### src/rtl/core/kch_pkg.sv
// Package of the k-mer count histogram core: widths, codes, command and
// status structs, base decoding and code mask helpers. No dependencies.
package kch_pkg;

    localparam int MAX_K       = 8;
    localparam int CODE_W      = 16;
    localparam int TABLE_DEPTH = 1 << CODE_W;
    localparam int CNT_W       = 32;
    localparam int RUN_W       = 4;
    localparam int POS_W       = 9;
    localparam int K_W         = 4;
    localparam int START_W     = 8;
    localparam int CFG_W       = 8;

    localparam logic [RUN_W-1:0] RUN_MAX   = 4'd15;
    localparam logic [POS_W-1:0] POS_MAX   = 9'd511;
    localparam logic [CNT_W-1:0] SAT_COUNT = 32'hFFFF_FFFF;

    localparam logic [K_W-1:0]     KMER_LEN_RESET    = 4'd8;
    localparam logic               WINDOW_MODE_RESET = 1'b0;
    localparam logic [START_W-1:0] START_POS_RESET   = 8'd2;

    typedef enum logic [1:0] {
        OP_BASE       = 2'd0,
        OP_NEW_SEQ    = 2'd1,
        OP_QUERY      = 2'd2,
        OP_READ_CLEAR = 2'd3
    } op_t;

    typedef enum logic [1:0] {
        CFG_KMER_LEN    = 2'd0,
        CFG_WINDOW_MODE = 2'd1,
        CFG_START_POS   = 2'd2
    } cfg_index_t;

    typedef enum logic [1:0] {
        ST_CLEAR,
        ST_IDLE,
        ST_READ,
        ST_COMMIT
    } state_t;

    typedef struct packed {
        logic clr_wr;
        logic accept;
        logic mem_rd;
        logic commit;
    } ctrl_cmd_t;

    typedef struct packed {
        logic clr_last;
        logic out_free;
    } ctrl_status_t;

    localparam logic [7:0] CH_A_UP = 8'h41;
    localparam logic [7:0] CH_C_UP = 8'h43;
    localparam logic [7:0] CH_G_UP = 8'h47;
    localparam logic [7:0] CH_T_UP = 8'h54;
    localparam logic [7:0] CH_A_LO = 8'h61;
    localparam logic [7:0] CH_C_LO = 8'h63;
    localparam logic [7:0] CH_G_LO = 8'h67;
    localparam logic [7:0] CH_T_LO = 8'h74;

    // bit 2 flags a valid nucleotide, bits 1:0 carry its code
    function automatic logic [2:0] decode_base(input logic [7:0] ch);
        logic [2:0] res;
        case (ch)
            CH_A_UP, CH_A_LO: res = 3'b100;
            CH_C_UP, CH_C_LO: res = 3'b101;
            CH_G_UP, CH_G_LO: res = 3'b110;
            CH_T_UP, CH_T_LO: res = 3'b111;
            default:          res = 3'b000;
        endcase
        return res;
    endfunction

    function automatic logic [K_W-1:0] effective_k(input logic [K_W-1:0] k);
        logic [K_W-1:0] res;
        if (k == '0)
            res = K_W'(1);
        else if (k > K_W'(MAX_K))
            res = K_W'(MAX_K);
        else
            res = k;
        return res;
    endfunction

    function automatic logic [CODE_W-1:0] code_mask(input logic [K_W-1:0] k);
        logic [4:0] sh;
        sh = 5'(CODE_W) - {k, 1'b0};
        return {CODE_W{1'b1}} >> sh;
    endfunction

endpackage

### src/rtl/core/kch_ctrl.sv
// Controller state machine of the k-mer count histogram core.
// Depends on kch_pkg for the state type and the command and status structs.
module kch_ctrl (
    input  logic                  clk,
    input  logic                  rst_n,
    input  logic                  s_tvalid,
    output logic                  s_tready,
    input  kch_pkg::ctrl_status_t status,
    output kch_pkg::ctrl_cmd_t    cmd
);
    import kch_pkg::*;

    state_t state_reg;
    state_t state_next;

    always_ff @(posedge clk or negedge rst_n)
    begin
        if (!rst_n)
            state_reg <= ST_CLEAR;
        else
            state_reg <= state_next;
    end

    always_comb
    begin
        state_next = state_reg;
        case (state_reg)
            ST_CLEAR:
            begin
                if (status.clr_last)
                    state_next = ST_IDLE;
            end
            ST_IDLE:
            begin
                if (s_tvalid)
                    state_next = ST_READ;
            end
            ST_READ:
                state_next = ST_COMMIT;
            ST_COMMIT:
            begin
                if (status.out_free)
                    state_next = ST_IDLE;
            end
            default:
                state_next = ST_CLEAR;
        endcase
    end

    always_comb
    begin
        cmd      = '0;
        s_tready = 1'b0;
        case (state_reg)
            ST_CLEAR:
                cmd.clr_wr = 1'b1;
            ST_IDLE:
            begin
                s_tready   = 1'b1;
                cmd.accept = s_tvalid;
            end
            ST_READ:
                cmd.mem_rd = 1'b1;
            ST_COMMIT:
                cmd.commit = status.out_free;
            default:
                cmd = '0;
        endcase
    end

endmodule

### config.mk
export PLATFORM = sky130hd
export DESIGN_NAME = kch_ctrl
export DESIGN_NICKNAME = d
export VERILOG_FILES = /design/src/rtl/core/kch_pkg.sv /design/src/rtl/core/kch_ctrl.sv
export SDC_FILE = /design/constraint.sdc
export NUM_CORES = 1
export LEC_CHECK = 0
export BUFFER_PORTS_ARGS = -buffer_cell sky130_fd_sc_hd__buf_4
export CAP_MARGIN = 10
export CORE_AREA = 2 2 39 41
export CTS_CLUSTER_DIAMETER = 40
export DETAILED_ROUTE_END_ITERATION = 10
export DIE_AREA = 0 0 41 43
export SYNTH_ARGS = -nofsm -noshare
export SYNTH_HDL_FRONTEND = slang
export SYNTH_SLANG_ARGS = --single-unit
### constraint.sdc
create_clock -name clk -period 4.1 [get_ports clk]
set_input_delay 0.41 -clock clk [delete_from_list [all_inputs] [get_ports clk]]
set_output_delay 0.41 -clock clk [all_outputs]
set_load 0.02 [all_outputs]
After elaboration in Yosys (flattened, before gate mapping)
Cells that the tools add are included.
{"block": "totals", "in_bits": 5, "ff_bits": 2, "elab_cells": 18, "output_inout_bits": 5}
{"block": "op_classes", "n_mux": 9, "n_eq_ne": 6, "reduce_logical": 2}
{"operator": "2-bit case mux with 4 select lines", "count": 1}
{"operator": "2-bit two-way mux", "count": 3}
{"operator": "2-bit != test, second input constant", "count": 3}
{"operator": "1-bit two-way mux", "count": 5}
{"operator": "2-bit == test, second input constant", "count": 2}
{"operator": "3-bit AND reduction", "count": 1}
{"operator": "2-bit by 1-bit == test with 1-bit output, second input constant", "count": 1}
{"operator": "2-bit logical NOT", "count": 1}

Depth between registers and ports, before layout
{"block": "depth", "depth_word": 3, "mapped_depth": 4, "mapped_depth_nobuf": 4}

Worst setup path after synthesis
OpenSTA, ideal clock, no wires.
{"block": "synth_path", "path_kind": "flip-flop to flip-flop", "from": "register state_reg[0]", "to": "register state_reg[1]", "arrival_time_ps": 1546, "slack_ps": 2427, "required_time_ps": 3973, "setup_ps": 127, "synth_period_minus_slack_ps": 1673, "path_buffers": 0, "path_stages_with_launch": 5, "path_cell_list": "dfrtp_1 -> inv_1 -> ha_1 -> a222oi_1 -> mux2_1"}
{"block": "synth_via", "elab_chain_len": 3, "elab_cells_between_ends": 9, "cone_classes": "6 x eq/ne; 1 x mux; 2 x reduce/logical"}
{"item": "start: declaration", "line": "kch_ctrl.sv:13", "rtl": "state_t state_reg;"}
{"item": "start signal: assignment", "line": "kch_ctrl.sv:21", "rtl": "state_reg <= state_next;"}
{"item": "2-bit == test (tied with other cells)", "line": "kch_ctrl.sv:27", "rtl": "case (state_reg)"}
{"item": "2-bit != test (no source line)"}
{"item": "3-bit AND reduction (no source line)"}
Several ways; a longest one is shown, not always the timed one.
A chain may end at the register's enable or synchronous reset.

Worst setup path in the final report
Same ends and word-level chain as after synthesis.

==> reports/summary.md <==
The kind of capture point of the worst setup path was a flop. In this run the static leakage power is 0.1720 nW. The critical path is of the reg2reg type.

The tool flagged a number of max-cap violations equal to 0. The net total in the final layout came out at 42. The run gives 2 as the number of sinks on the clock net. The classification of the worst-slack hold path was in2async. Power spread over the standard cell area amounts to 698.0 nW/um^2. Clock latency on the worst-skew pair, taken at its later pin, is 0.22 ns. In this run the worst setup path terminates at state_reg[1]$_DFFE_PN0P_.

After clock tree synthesis, the clock-pin slew on the worst setup and hold paths is 0.03 ns. The run gives 121.3 uW as the cell internal power dissipation. Cell taking the most area after synthesis: ha_1. After floorplanning, the core was sized to cover 1384 um^2. In this run the critical register-to-register path is captured at state_reg[1]$_DFFE_PN0P_.

For the worst setup path, the data required time is 4.20 ns. The startpoint of the worst-slack reg-to-reg timing path was state_reg[0]$_DFFE_PN0P_. The vertical die dimension is 43 um. After synthesis, the mean cell area works out to 10.38 um^2.

TritonCTS built the clock tree. For the fmax, the log shows 598.6 MHz. The final layout contains routed wiring with a total length of 333 um. For the number of setup violations in the final report, the log shows 0. The detailed router placed 155 vias in this run. The actual transition at the worst max-transition pin was 0.4551 ns; the peak supply drop was 202.0 uV. After synthesis, the netlist uses 8 different library cells. The H-tree depth is 1. Ranked by total cell area, the synthesized netlist is headed by ha_1 (35%), dfrtp_1 (28%), inv_1 (11%), mux2_1 (6.4%), a222oi_1 (5.7%). In the final timing run, aggregate negative setup slack is 0 ns. The flow ran to the end, and the final reports show no timing, DRC or antenna violations.

The worst max-slew margin expressed relative to the limit was 0.6966. For this run, the number of Yosys warnings is 0. The clock period could shrink to 1.671 ns.

0 antenna diodes ended up in the layout. In this run, the number of DRC markers left after iteration 0 of detailed routing was 8. Synthesis produced a netlist whose cell count is 17. The floorplan step defined a die boundary enclosing 1763 um^2.

For the critical path data arrival time, the log shows 1.77 ns. The sequential group share of total power was 0.196; the total of buffers placed on input and output ports was 9. At the end of routability-driven placement, the weighted congestion stood at 0.6019. The tree is rooted in a clkbuf_4. Synthesis inferred 2 register bits. The first-pass GRT wire length came out at 434 um. The fraction of power spent switching nets was 0.4141; the fraction of layout cells with a size suffix above 1 was 0.4333. Counting the buffers created by CTS gives 3. The combinational power share came out at 0.595.

Setup repair after global routing left no endpoint under its margin. The worst setup slack after layout was 2.429 ns; the number of global-route vias before repair was 125. For this design the total switching power over the nets is 85.70 uW.

Before CTS, the worst setup slack after placement is 2.405 ns. Global routing finished with a remaining overflow of 0. Across all register-to-register paths, the minimum setup slack is 2.43 ns.

The final period utilization is 0.4075, and the post-synthesis net count is 27. After detailed routing, the number of remaining DRC violations is 0. In this run, placement finished with an instance count of 42. The maximum fanout along the worst path is 4. The average wire per cell in the routed design came out at 7.239 um. The logs give 46 for the number of cells in the finished layout apart from fillers and 0 for the setup fix buffers added after clock tree synthesis. The number of antenna violations at the first check in global routing is 0. The clock network fraction of total power was 0.209. Setup skew after layout: 0.002851 ns.

Across the whole layout, storage elements account for 50.05 um^2. The routed via count divided by cell count came out at 3.370. The critical path starts at state_reg[0]$_DFFE_PN0P_. The clock passes through at most 2 buffers. Number of core rows: 14. The number of flip-flops in the largest register works out to 2.

The number of cells on the worst reg-to-reg path is 4. The logs give 0.2837 for the share of synthesized area occupied by flip-flops and latches and 0 for the count of pins over their slew limit. The proportion of netlist area held by the largest area contributor was 0.3546; the area added between synthesis and finish was 68.09%. The first detailed-routing pass took 4 iterations. The total routing resource utilization after global routing is 0.04016, and the largest net degree at the start of global routing is 5. In this run the remaining antenna-violating nets after routing total 0. Hold violation count in the final report: 0.

The tools report the type of origin of the critical path as a flop. Counting the fill cells in the layout gives 149. Pin placement for this block handled 10 I/O pins.

The initial core utilization was 0.1275; the area of the multi-input gates was 107.6 um^2. The die is 41 um wide. After synthesis the cells add up to 176.4 um^2.
synth_stat cells:
cell	instances
ha_1	5
inv_1	5
dfrtp_1	2
a222oi_1	1
and2_1	1
and2_2	1
mux2_1	1
mux2i_1	1
power by group through the flow:
| stage | sequential (mW) | combinational, mW | clock (mW) |
|---|---|---|---|
| after global placement | 0.0409 | 0.125 | 0 |
| after global routing | 0.0426 | 0.135 | 0.0470 |
| after detailed placement | 0.0411 | 0.125 | 0 |
| final | 0.0406 | 0.123 | 0.0432 |
| after floorplan | 0.0388 | 0.0854 | 0 |
| after CTS | 0.0408 | 0.126 | 0.0460 |
kinds of logic after synthesis:
| family | count (synthesis) | share of synthesized area |
|---|---|---|
| AO/OA/AOI/OAI | 1 | 0.05674 |
| AND/OR/NAND/NOR | 2 | 0.07805 |
| multiplexers | 2 | 0.1206 |
| buffers and inverters | 5 | 0.1064 |
| adder cells (fa/ha/maj) | 5 | 0.3546 |
| flip-flops | 2 | 0.2837 |
per-stage QoR:
step | hold WS, ns | area [um^2] | util | total power, mW
2_1_floorplan | 0.1144 | 176.4 | - | 0.1242
3_3_place_gp | 0.1936 | 264.0 | 0.1908 | 0.1661
3_5_place_dp | 0.1943 | 264.0 | 0.1908 | 0.1662
4_1_cts | 0.4952 | 296.5 | 0.2143 | 0.2129
5_1_grt | 0.5157 | 296.5 | 0.2143 | 0.2247
6_report | 0.5046 | 296.5 | 0.2143 | 0.2070
layout make-up:
| cell class | count | area share |
|---|---|---|
| sequential | 2 | 0.1688 |
| clock buffer | 3 | 0.07595 |
| multi-input combinational | 10 | 0.3629 |
| tap | 16 | 0.06751 |
| timing repair buffer | 10 | 0.2616 |
| inverter | 5 | 0.06329 |
layer usage:
metal / routed length (um) / vias up / part of all wire / GRT usage
met5: 0 / - / 0 / 0
met4: 0 / 0 / 0 / 0.04000
met3: 52 / 0 / 0.16 / 0.03141
met2: 141 / 9 / 0.42 / 0.04375
met1: 140 / 66 / 0.42 / 0.04502
li1: - / 80 / - / -
worst max-delay path: stages (launching register included):
cell	delay [ns]
dfrtp_1	0.39
inv_1	0.09
ha_1	0.21
a222oi_1	0.48
mux2_1	0.37
cells in the final DEF (no fill, tap or decap):
| cell type | synthesis | layout |
|---|---|---|
| mux2i_1 | 1 | 1 |
| and2_2 | 1 | 1 |
| inv_1 | 5 | 5 |
| mux2_1 | 1 | 1 |
| dfrtp_1 | 2 | 2 |
| ha_1 | 5 | 5 |
| and2_1 | 1 | 1 |
| dlygate4sd3_1 | 0 | 1 |
| clkbuf_4 | 0 | 3 |
| buf_4 | 0 | 9 |
| a222oi_1 | 1 | 1 |
worst min-delay path by stage:
| stage | end | from | cells after the start |
|---|---|---|---|
| after floorplan | state_reg[0]$_DFFE_PN0P_ | rst_n | 0 |
| after global placement | state_reg[0]$_DFFE_PN0P_ | rst_n | 1 |
| after detailed placement | state_reg[1]$_DFFE_PN0P_ | rst_n | 1 |
| after CTS | state_reg[0]$_DFFE_PN0P_ | rst_n | 2 |
| after global routing | state_reg[1]$_DFFE_PN0P_ | rst_n | 2 |
| final | state_reg[0]$_DFFE_PN0P_ | rst_n | 2 |
repair_timing:
item | in CTS | in global routing
endpoints found under the hold margin | 2 | 0
hold buffers | 1 | 0
gates resized for setup | 0 | 0
Power figures use the tool's default switching activity.
